[config.mk]
export PLATFORM = sky130hd
export DESIGN_NAME = frequency_plan_dedup_filter
export DESIGN_NICKNAME = d
export VERILOG_FILES = /design/src/hdl/fpd_pkg.sv /design/src/hdl/frequency_plan_dedup_filter.sv /design/src/hdl/fpd_cfg.sv /design/src/hdl/fpd_front.sv /design/src/hdl/fpd_queue.sv /design/src/hdl/fpd_back.sv
export SDC_FILE = /design/constraint.sdc
export NUM_CORES = 2
export LEC_CHECK = 0
export BUFFER_PORTS_ARGS = -buffer_cell sky130_fd_sc_hd__buf_4
export CAP_MARGIN = 10
export CORE_MARGIN = 10
export CORE_UTILIZATION = 65
export DETAILED_ROUTE_END_ITERATION = 16
export GPL_ROUTABILITY_DRIVEN = 0
export GPL_TIMING_DRIVEN = 0
export PLACE_DENSITY = 0.82
export SETUP_SLACK_MARGIN = 0.15
export SLEW_MARGIN = 20
export SYNTH_ARGS = -nofsm -noshare
export SYNTH_HDL_FRONTEND = slang
export SYNTH_SLANG_ARGS = --single-unit
[constraint.sdc]
create_clock -name clk -period 10.43 [get_ports clk]
set_input_delay 0.5215 -clock clk [delete_from_list [all_inputs] [get_ports clk]]
set_output_delay 0.5215 -clock clk [all_outputs]
set_load 0.005 [all_outputs]
[src/hdl/fpd_pkg.sv]
// ----------------------------------------------------------------------------
// fpd_pkg: shared types and constants of the frequency plan dedup filter
// Transaction structs, result codes, register indexes and arithmetic constants.
// ----------------------------------------------------------------------------
package fpd_pkg;

	localparam int MaxEntriesDef = 16;
	localparam int QueueDepth    = 2;
	localparam int CfgIdxW       = 3;
	localparam int CfgDataW      = 32;

	localparam logic [31:0] ResetFreqMin      = 32'd300000000;
	localparam logic [31:0] ResetFreqMax      = 32'd928000000;
	localparam logic [31:0] ResetDedupRadius  = 32'd100000;
	localparam logic [31:0] ResetBandBoundary = 32'd900000000;
	localparam logic [4:0]  ResetMaxEntries   = 5'd16;

	localparam logic [19:0] MillionHz = 20'd1000000;
	localparam logic [30:0] MhzRecip  = 31'd1125899907;
	localparam int          MhzShift  = 50;
	localparam logic [20:0] HundRecip = 21'd1717987;
	localparam int          HundShift = 34;

	typedef enum logic [CfgIdxW-1:0] {
		CFG_FREQ_MIN      = 3'd0,
		CFG_FREQ_MAX      = 3'd1,
		CFG_DEDUP_RADIUS  = 3'd2,
		CFG_BAND_BOUNDARY = 3'd3,
		CFG_MAX_ENTRIES   = 3'd4
	} cfg_index_t;

	typedef enum logic [1:0] {
		ST_ACCEPTED  = 2'd0,
		ST_OUT_RANGE = 2'd1,
		ST_DUPLICATE = 2'd2,
		ST_FULL      = 2'd3
	} status_t;

	typedef enum logic [2:0] {
		BK_IDLE,
		BK_SCAN,
		BK_CONV1,
		BK_CONV2,
		BK_CONV3,
		BK_EMIT
	} back_state_t;

	typedef struct packed {
		logic [31:0] freq_min;
		logic [31:0] freq_max;
		logic [31:0] dedup_radius;
		logic [31:0] band_boundary;
		logic [4:0]  max_entries;
	} cfg_t;

	typedef struct packed {
		logic [31:0] cand_freq;
		logic        last_in_list;
	} item_t;

	typedef struct packed {
		logic [31:0] freq;
		logic        last;
		logic        in_range;
		logic        high_band;
	} q_item_t;

	typedef struct packed {
		status_t     status;
		logic [3:0]  entry_index;
		logic [31:0] plan_freq;
		logic        high_band;
		logic [12:0] mhz_whole;
		logic [6:0]  mhz_hundredths;
		logic [4:0]  plan_count;
		logic        list_done;
	} result_t;

endpackage

[src/hdl/frequency_plan_dedup_filter.sv]
// ----------------------------------------------------------------------------
// frequency_plan_dedup_filter: scan plan builder with range and dedup checks
// A command is accepted at a rising edge with start high and busy low; item
// carries the candidate frequency and the last-in-list mark. The result of
// each transaction appears on result for exactly one cycle with done high.
// Configuration is a separate write channel (cfg_valid, cfg_ready, cfg_index,
// cfg_data); cfg_ready is always high and unknown indexes are ignored.
// Commands pass through a two-entry queue to the back end, which handles one
// transaction at a time. A transaction rejected as full or out of range goes
// from the idle state straight to the emit state, which shows done, and a
// transaction that finds the plan empty is stored when it is popped and
// passes the MHz conversion states CONV1, CONV2 and CONV3 before done.
// Otherwise the scan reads one entry per cycle through the store's single
// read port; a near duplicate ends the scan with done, and a transaction
// that clears the last entry is stored and passes the same conversion states.
// The back end returns to idle after each result. Queueing time adds when
// earlier transactions are still in the back end. busy is high while the
// queue is full. Reset clears the plan count, the queue and the back end, and
// loads the default register values. The receiver cannot stall.
// ----------------------------------------------------------------------------
module frequency_plan_dedup_filter
	import fpd_pkg::*;
#(
	parameter int MAX_ENTRIES = MaxEntriesDef
) (
	input  logic                clk,
	input  logic                arst_n,
	input  logic                start,
	output logic                busy,
	input  item_t               item,
	output logic                done,
	output result_t             result,
	input  logic                cfg_valid,
	output logic                cfg_ready,
	input  logic [CfgIdxW-1:0]  cfg_index,
	input  logic [CfgDataW-1:0] cfg_data
);

	cfg_t    cfg;
	logic    q_full;
	logic    q_push;
	q_item_t q_wdata;
	logic    q_pop;
	logic    q_valid;
	q_item_t q_rdata;

	fpd_cfg u_cfg (
		.clk       (clk),
		.arst_n    (arst_n),
		.cfg_valid (cfg_valid),
		.cfg_ready (cfg_ready),
		.cfg_index (cfg_index),
		.cfg_data  (cfg_data),
		.cfg       (cfg)
	);

	fpd_front u_front (
		.start   (start),
		.busy    (busy),
		.item    (item),
		.cfg     (cfg),
		.q_full  (q_full),
		.q_push  (q_push),
		.q_wdata (q_wdata)
	);

	fpd_queue u_queue (
		.clk    (clk),
		.arst_n (arst_n),
		.push   (q_push),
		.wdata  (q_wdata),
		.full   (q_full),
		.pop    (q_pop),
		.valid  (q_valid),
		.rdata  (q_rdata)
	);

	fpd_back #(
		.MAX_ENTRIES (MAX_ENTRIES)
	) u_back (
		.clk     (clk),
		.arst_n  (arst_n),
		.cfg     (cfg),
		.q_valid (q_valid),
		.q_rdata (q_rdata),
		.q_pop   (q_pop),
		.done    (done),
		.result  (result)
	);

	a_done_single: assert property (@(posedge clk) disable iff (!arst_n)
		done |=> !done)
		else $error("Result strobe lasted more than one cycle.");

	a_hund_range: assert property (@(posedge clk) disable iff (!arst_n)
		(done && (result.status == ST_ACCEPTED)) |-> (result.mhz_hundredths < 7'd100))
		else $error("MHz fraction out of range.");

	a_reject_zero: assert property (@(posedge clk) disable iff (!arst_n)
		(done && (result.status != ST_ACCEPTED)) |->
		((result.plan_freq == 32'd0) && (result.entry_index == 4'd0)))
		else $error("Rejected transaction carries a frequency or index.");

	a_pop_valid: assert property (@(posedge clk) disable iff (!arst_n)
		q_pop |-> q_valid)
		else $error("Queue popped while empty.");

endmodule

[src/hdl/fpd_cfg.sv]
// ----------------------------------------------------------------------------
// fpd_cfg: configuration register file
// Holds the five plan registers and takes one write transaction per cycle.
// ----------------------------------------------------------------------------
module fpd_cfg
	import fpd_pkg::*;
(
	input  logic                clk,
	input  logic                arst_n,
	input  logic                cfg_valid,
	output logic                cfg_ready,
	input  logic [CfgIdxW-1:0]  cfg_index,
	input  logic [CfgDataW-1:0] cfg_data,
	output cfg_t                cfg
);

	cfg_t cfg_q;

	assign cfg_ready = 1'b1;
	assign cfg       = cfg_q;

	always_ff @(posedge clk or negedge arst_n) begin
		if (!arst_n) begin
			cfg_q.freq_min      <= ResetFreqMin;
			cfg_q.freq_max      <= ResetFreqMax;
			cfg_q.dedup_radius  <= ResetDedupRadius;
			cfg_q.band_boundary <= ResetBandBoundary;
			cfg_q.max_entries   <= ResetMaxEntries;
		end else if (cfg_valid && cfg_ready) begin
			unique case (cfg_index)
				CFG_FREQ_MIN:      cfg_q.freq_min      <= cfg_data;
				CFG_FREQ_MAX:      cfg_q.freq_max      <= cfg_data;
				CFG_DEDUP_RADIUS:  cfg_q.dedup_radius  <= cfg_data;
				CFG_BAND_BOUNDARY: cfg_q.band_boundary <= cfg_data;
				CFG_MAX_ENTRIES:   cfg_q.max_entries   <= cfg_data[4:0];
				default: begin
				end
			endcase
		end
	end

endmodule

[src/hdl/fpd_front.sv]
// ----------------------------------------------------------------------------
// fpd_front: command intake and range classification
// Accepts a candidate, checks it against the range and band boundary, and
// pushes the classified transaction into the queue.
// ----------------------------------------------------------------------------
module fpd_front
	import fpd_pkg::*;
(
	input  logic    start,
	output logic    busy,
	input  item_t   item,
	input  cfg_t    cfg,
	input  logic    q_full,
	output logic    q_push,
	output q_item_t q_wdata
);

	assign busy   = q_full;
	assign q_push = start && !q_full;

	always_comb begin
		q_wdata.freq      = item.cand_freq;
		q_wdata.last      = item.last_in_list;
		q_wdata.in_range  = (item.cand_freq >= cfg.freq_min) &&
		                    (item.cand_freq <= cfg.freq_max);
		q_wdata.high_band = item.cand_freq >= cfg.band_boundary;
	end

endmodule

[src/hdl/fpd_queue.sv]
// ----------------------------------------------------------------------------
// fpd_queue: short queue between front and back
// A small register queue that lets the front take commands while the back
// works on an earlier transaction.
// ----------------------------------------------------------------------------
module fpd_queue
	import fpd_pkg::*;
(
	input  logic    clk,
	input  logic    arst_n,
	input  logic    push,
	input  q_item_t wdata,
	output logic    full,
	input  logic    pop,
	output logic    valid,
	output q_item_t rdata
);

	localparam int PtrW = (QueueDepth > 1) ? $clog2(QueueDepth) : 1;

	q_item_t            slot_q [QueueDepth];
	logic [PtrW-1:0]    wr_ptr_q;
	logic [PtrW-1:0]    rd_ptr_q;
	logic [PtrW:0]      fill_q;

	assign full  = fill_q == (PtrW+1)'(QueueDepth);
	assign valid = fill_q != '0;
	assign rdata = slot_q[rd_ptr_q];

	always_ff @(posedge clk) begin
		if (push) begin
			slot_q[wr_ptr_q] <= wdata;
		end
	end

	always_ff @(posedge clk or negedge arst_n) begin
		if (!arst_n) begin
			wr_ptr_q <= '0;
			rd_ptr_q <= '0;
			fill_q   <= '0;
		end else begin
			if (push) begin
				wr_ptr_q <= (wr_ptr_q == PtrW'(QueueDepth - 1)) ? '0 : wr_ptr_q + 1'b1;
			end
			if (pop) begin
				rd_ptr_q <= (rd_ptr_q == PtrW'(QueueDepth - 1)) ? '0 : rd_ptr_q + 1'b1;
			end
			if (push && !pop) begin
				fill_q <= fill_q + 1'b1;
			end else if (pop && !push) begin
				fill_q <= fill_q - 1'b1;
			end
		end
	end

endmodule

[src/hdl/fpd_back.sv]
// ----------------------------------------------------------------------------
// fpd_back: plan store, duplicate scan and MHz conversion
// Pops a classified transaction, scans the plan one entry per cycle for a
// near duplicate, stores an accepted frequency and converts it to MHz.
// ----------------------------------------------------------------------------
module fpd_back
	import fpd_pkg::*;
#(
	parameter int MAX_ENTRIES = MaxEntriesDef
) (
	input  logic    clk,
	input  logic    arst_n,
	input  cfg_t    cfg,
	input  logic    q_valid,
	input  q_item_t q_rdata,
	output logic    q_pop,
	output logic    done,
	output result_t result
);

	localparam int CntW = $clog2(MAX_ENTRIES + 1);
	localparam int IdxW = (MAX_ENTRIES > 1) ? $clog2(MAX_ENTRIES) : 1;

	back_state_t       state_q;
	back_state_t       state_d;
	q_item_t           item_q;
	status_t           status_q;
	logic [CntW-1:0]   count_q;
	logic [CntW-1:0]   scan_k_q;
	logic              cmp_vld_q;
	logic              cmp_last_q;
	logic [31:0]       rd_data_q;
	logic [3:0]        idx_q;
	logic [12:0]       whole_q;
	logic [19:0]       rem_q;
	logic [6:0]        hund_q;
	logic [31:0]       plan_mem [MAX_ENTRIES];

	logic              full_now;
	logic [31:0]       diff;
	logic              dup_hit;
	logic              scan_clear;
	logic              wr_en;
	logic [31:0]       wr_freq;
	logic [62:0]       prod_whole;
	logic [32:0]       prod_back;
	logic [40:0]       prod_hund;
	logic              acc;

	assign full_now   = (count_q >= CntW'(MAX_ENTRIES)) || (count_q >= cfg.max_entries);
	assign diff       = (item_q.freq > rd_data_q) ? item_q.freq - rd_data_q
	                                              : rd_data_q - item_q.freq;
	assign dup_hit    = cmp_vld_q && (diff < cfg.dedup_radius);
	assign scan_clear = cmp_vld_q && cmp_last_q && !dup_hit;
	assign wr_en      = ((state_q == BK_IDLE) && q_valid && !full_now &&
	                     q_rdata.in_range && (count_q == '0)) ||
	                    ((state_q == BK_SCAN) && scan_clear);
	assign wr_freq    = (state_q == BK_IDLE) ? q_rdata.freq : item_q.freq;
	assign prod_whole = 63'(item_q.freq) * 63'(MhzRecip);
	assign prod_back  = 33'(whole_q) * 33'(MillionHz);
	assign prod_hund  = 41'(rem_q) * 41'(HundRecip);
	assign acc        = status_q == ST_ACCEPTED;

	always_comb begin
		state_d = state_q;
		unique case (state_q)
			BK_IDLE: begin
				if (q_valid) begin
					if (full_now || !q_rdata.in_range) begin
						state_d = BK_EMIT;
					end else if (count_q == '0) begin
						state_d = BK_CONV1;
					end else begin
						state_d = BK_SCAN;
					end
				end
			end
			BK_SCAN: begin
				if (dup_hit) begin
					state_d = BK_EMIT;
				end else if (scan_clear) begin
					state_d = BK_CONV1;
				end
			end
			BK_CONV1: state_d = BK_CONV2;
			BK_CONV2: state_d = BK_CONV3;
			BK_CONV3: state_d = BK_EMIT;
			BK_EMIT:  state_d = BK_IDLE;
			default:  state_d = BK_IDLE;
		endcase
	end

	always_comb begin
		q_pop = (state_q == BK_IDLE) && q_valid;
		done  = state_q == BK_EMIT;
		result.status         = status_q;
		result.entry_index    = acc ? idx_q : 4'd0;
		result.plan_freq      = acc ? item_q.freq : 32'd0;
		result.high_band      = acc && item_q.high_band;
		result.mhz_whole      = acc ? whole_q : 13'd0;
		result.mhz_hundredths = acc ? hund_q : 7'd0;
		result.plan_count     = 5'(count_q);
		result.list_done      = item_q.last;
	end

	always_ff @(posedge clk) begin
		if (wr_en) begin
			plan_mem[count_q[IdxW-1:0]] <= wr_freq;
		end
		rd_data_q <= plan_mem[scan_k_q[IdxW-1:0]];
	end

	always_ff @(posedge clk) begin
		if (q_pop) begin
			item_q <= q_rdata;
			if (full_now) begin
				status_q <= ST_FULL;
			end else if (!q_rdata.in_range) begin
				status_q <= ST_OUT_RANGE;
			end else begin
				status_q <= ST_ACCEPTED;
			end
		end
		if ((state_q == BK_SCAN) && dup_hit) begin
			status_q <= ST_DUPLICATE;
		end
		if (wr_en) begin
			idx_q <= 4'(count_q);
		end
		if (state_q == BK_CONV1) begin
			whole_q <= prod_whole[MhzShift +: 13];
		end
		if (state_q == BK_CONV2) begin
			rem_q <= 20'(item_q.freq - prod_back[31:0]);
		end
		if (state_q == BK_CONV3) begin
			hund_q <= prod_hund[HundShift +: 7];
		end
	end

	always_ff @(posedge clk or negedge arst_n) begin
		if (!arst_n) begin
			state_q    <= BK_IDLE;
			count_q    <= '0;
			scan_k_q   <= '0;
			cmp_vld_q  <= 1'b0;
			cmp_last_q <= 1'b0;
		end else begin
			state_q <= state_d;
			if (q_pop) begin
				scan_k_q  <= '0;
				cmp_vld_q <= 1'b0;
			end else if (state_q == BK_SCAN) begin
				if (scan_k_q < count_q) begin
					cmp_vld_q  <= 1'b1;
					cmp_last_q <= scan_k_q == count_q - 1'b1;
					scan_k_q   <= scan_k_q + 1'b1;
				end else begin
					cmp_vld_q <= 1'b0;
				end
			end
			if (wr_en) begin
				count_q <= count_q + 1'b1;
			end else if ((state_q == BK_EMIT) && item_q.last) begin
				count_q <= '0;
			end
		end
	end

endmodule
==> results list <==
* Type of element launching the critical path: register
- GRT Overall Usage: 32.8%
- The post-route netlist has 13.3% of its cells at a drive strength greater than 1.
- The largest total area in the synthesized netlist belongs to sky130_fd_sc_hd__edfxtp_1.
- Entering global routing, the biggest net connects 96 pins.
* Routed wire length per instance: 27.0 um
- The synthesized design contains 660 enable-type register cells.
- Ports placed on the boundary: 140
- Measured along the y axis, the die boundary spans 329 um.
- Worst-path maximum fanout: 11
- In the final layout, the multi-input gates occupy 33,600 um2.
- STA classifies the critical path endpoint as a register.
- Most numerous cell in the Yosys netlist: sky130_fd_sc_hd__inv_1
- The setup path with the least slack is of type reg -> reg.
* Starting density of the core: 65.4%
- Depth of the CTS H-tree: 3
- When the netlist entered floorplanning its net count stood at 6,315.
* Area added between synthesis and finish: 10.6%
- Pre-CTS worst setup slack: 1.57 ns
- DR vias: 41,400
* Count of maximum capacitance violations: 0
- In this run the clock root is driven by a sky130_fd_sc_hd__clkbuf_16.
- Worst path arrival time: 9.47 ns
* Class of the worst hold path: in -> reg
* Post-synthesis cell type count: 82
* Clock input transition at the sequential cells of the worst setup and hold paths: 0.06 ns
- Worst slew margin relative to its limit: 19.8%
- Area of the mapped netlist: 61,900 um2
- Worst clock skew on the final layout: 0.0361 ns
* Quantity of I/O buffers inserted on ports: 138
* Die W: 329 um
- Counting flops with an async set or reset pin after synthesis yields a share of 18.0%.
- Sequential standard cell area: 24,400 um2
- Number of nets in the finished design: 6,613
- Vias/cell: 6.34
- The detailed router finished its first iteration with 5,559 violations.
- At the pin with the least slew margin, the transition time is 1.20 ns.
* Main synth FF type: sky130_fd_sc_hd__edfxtp_1
- The number of antenna violations at the first check in global routing was 2.
* Die ar.: 108,000 um2
- The region available for standard cell placement spans 94,700 um2.
- Minimum clock period after layout: 9.05 ns
- The layout has 5,935 filler cells.
- Avg Synthesized Cell Area: 12.7 um2
- Synth Instances: 4,892
- Drt total wl: 176,000 um
* Remaining antenna violation count: 0
- The number of pins exceeding their max-slew limit in the final report came to 0.
- Vias in the first global route: 43,500
* Quantity of gates resized following cts: 0
* Number of hold-slack violations in the final timing report: 0
* Clock network latency to the later pin of the worst-skew pair: 0.67 ns
- Total grt overflow: 0
- Setup repair after global routing left no endpoint under its margin.
* Placement row count: 113
* Warnings, synthesis: 0
- No sink is reached through more buffers than the 3 on the longest clock path.
- List of most frequent post-synthesis cells: 947 x sky130_fd_sc_hd__inv_1, 816 x sky130_fd_sc_hd__ha_1, 660 x sky130_fd_sc_hd__edfxtp_1
- Detailed placement finished with a half-perimeter wire length of 132,000 um.
- Share of synthesized area occupied by flip-flops and latches: 39.3%
* Post-synthesis register bit count: 846
- Based on the critical path, the design can be clocked at up to 111 MHz.
- TritonCTS buffer count: 84
* DRC violation count after routing: 0
* TritonRoute pass-1 iters: 12
* Sink Count: 846
- Data required time at the worst endpoint: 10.85 ns
* First-pass GRT wire length: 263,000 um
- The flow ran to the end, and the final reports show no timing, DRC or antenna violations.
* CTS tree: done
- Share of the clock period used by the worst path: 86.8%
- In the post-route analysis, the smallest setup slack over all paths is 1.38 ns.
- Area share of the largest cell type after synthesis: 32.0%
* Leading post-synthesis cells by cell area: sky130_fd_sc_hd__edfxtp_1 32%, sky130_fd_sc_hd__fa_1 17%, sky130_fd_sc_hd__ha_1 16%, sky130_fd_sc_hd__mux4_2 5.8%, sky130_fd_sc_hd__inv_1 5.7%
- Setup violations remaining at the end of the flow were counted as 0.
==> stage by stage <==
step / area [um2] / instances / setup TNS (ns) / util (%) / hold slack, ns
after floorplan: 61900 / 4892 / 0 / - / 0.226
after global placement: 64500 / 6295 / -267.43 / 68.1 / 0.475
after detailed placement: 65600 / 6367 / 0 / 69.2 / 0.481
after CTS: 68400 / 6525 / 0 / 72.2 / 0.0396
after global routing: 68500 / 6526 / 0 / 72.3 / 0.0502
final: 68500 / 6528 / 0 / 72.3 / 0.0496
==> worst max-delay path: stages (launching register included) <==
cell and delay (ns):
sky130_fd_sc_hd__edfxtp_1 1.06, sky130_fd_sc_hd__inv_1 0.79, sky130_fd_sc_hd__fa_1 0.74, sky130_fd_sc_hd__inv_1 0.05, sky130_fd_sc_hd__fa_1 0.48, sky130_fd_sc_hd__inv_1 0.06
sky130_fd_sc_hd__fa_1 0.53, sky130_fd_sc_hd__inv_1 0.04, sky130_fd_sc_hd__ha_1 0.18, sky130_fd_sc_hd__fa_1 0.47, sky130_fd_sc_hd__fa_1 0.51, sky130_fd_sc_hd__fa_1 0.49
sky130_fd_sc_hd__inv_1 0.05, sky130_fd_sc_hd__fa_1 0.50, sky130_fd_sc_hd__inv_1 0.04, sky130_fd_sc_hd__ha_1 0.26, sky130_fd_sc_hd__o21a_1 0.19, sky130_fd_sc_hd__o21a_1 0.18
sky130_fd_sc_hd__o21ai_0 0.36, sky130_fd_sc_hd__o22ai_1 0.14, sky130_fd_sc_hd__nor2_1 0.38, sky130_fd_sc_hd__a21oi_1 0.25, sky130_fd_sc_hd__a31o_2 0.29, sky130_fd_sc_hd__o41ai_1 0.47
sky130_fd_sc_hd__o21ba_2 0.21, sky130_fd_sc_hd__xnor2_1 0.06
==> timing repair <==
item | in CTS | in global routing
hold endpoints to repair | 38 | 0
setup buffers | 0 | 0
hold buffers | 1 | 0
==> state kept, by name, indices dropped and copies added (netlist names), 2 cells and up <==
register	cells
u_back.status_q	2
u_back.scan_k_q	5
u_back.plan_mem	512
u_back.idx_q	4
u_back.item_q	33
u_back.state_q	3
u_queue.fill_q	2
u_back.count_q	5
u_cfg.cfg	133
u_back.whole_q	13
u_back.rem_q	20
u_queue.slot_q	70
u_back.rd_data_q	32
u_back.hund_q	7
==> placed cells by master, fill, tap and decap left out, types with 71 or more instances in the layout <==
cell type                     n
sky130_fd_sc_hd__mux4_2     160
sky130_fd_sc_hd__inv_1      947
sky130_fd_sc_hd__nor2_1      95
sky130_fd_sc_hd__a21oi_1    155
sky130_fd_sc_hd__mux2_2      72
sky130_fd_sc_hd__a21o_1      99
sky130_fd_sc_hd__nand2_1    220
sky130_fd_sc_hd__nor3_1      80
sky130_fd_sc_hd__fa_1       535
sky130_fd_sc_hd__dfrtp_1    114
sky130_fd_sc_hd__xnor2_1     71
sky130_fd_sc_hd__clkbuf_16   87
sky130_fd_sc_hd__buf_4      180
sky130_fd_sc_hd__edfxtp_1   660
sky130_fd_sc_hd__clkbuf_1    87
sky130_fd_sc_hd__ha_1       816
sky130_fd_sc_hd__o21ai_0    188
==> cells by family after synthesis <==
group | Yosys count | synth area share, %
adders and majority gates | 1351 | 33.8
other | 1 | 0.00606
muxes | 248 | 7.40
AOI/OAI and AO/OA | 648 | 6.53
DFF | 846 | 39.3
xor gates and xnor gates | 122 | 1.73
and+or+nand+nor | 611 | 4.66
buffers and inverters | 1065 | 6.58
==> worst paths after layout <==
check	cells past startpoint	end	slack, ns	from
worst min-delay path	1	u_queue.slot_q[0][2]$_DFFE_PP_	0.05	item[0]
worst min register to register	1	u_cfg.cfg[15]$_DFFE_PN0P_	0.50	u_cfg.cfg[15]$_DFFE_PN0P_
min in group asynchronous	2	u_cfg.cfg[36]$_DFFE_PN0P_	0.38	arst_n
worst max register to register	25	u_back.whole_q[12]$_DFFE_PP_	1.38	u_back.item_q[10]$_DFFE_PP_
worst max-delay path	25	u_back.whole_q[12]$_DFFE_PP_	1.38	u_back.item_q[10]$_DFFE_PP_
max in group asynchronous	3	u_cfg.cfg[47]$_DFFE_PN1P_	9.18	arst_n
==> routing by layer <==
metal | part of all wire, % | GRT usage, % | wire length [um]
met5 | 0.13 | 0.815 | 222
met4 | 6.8 | 18.1 | 12000
met3 | 12 | 10.9 | 21100
met2 | 46 | 51.2 | 80700
met1 | 35 | 40.0 | 62100
==> layout make-up <==
| type | instances | area share [%] |
|---|---|---|
| plain buffers | 117 | 0.775 |
| clock buffers | 116 | 3.46 |
| multi-input cells | 2981 | 49.1 |
| well taps | 1265 | 2.31 |
| inverters | 948 | 5.20 |
| diodes | 2 | 0.00731 |
| flip-flops and latches | 846 | 35.6 |
| clock inverters | 41 | 0.662 |
| repair buffers | 212 | 2.89 |
Power is not shown: default switching activity piles up to over one toggle a cycle in this logic, so the estimate is an artifact.
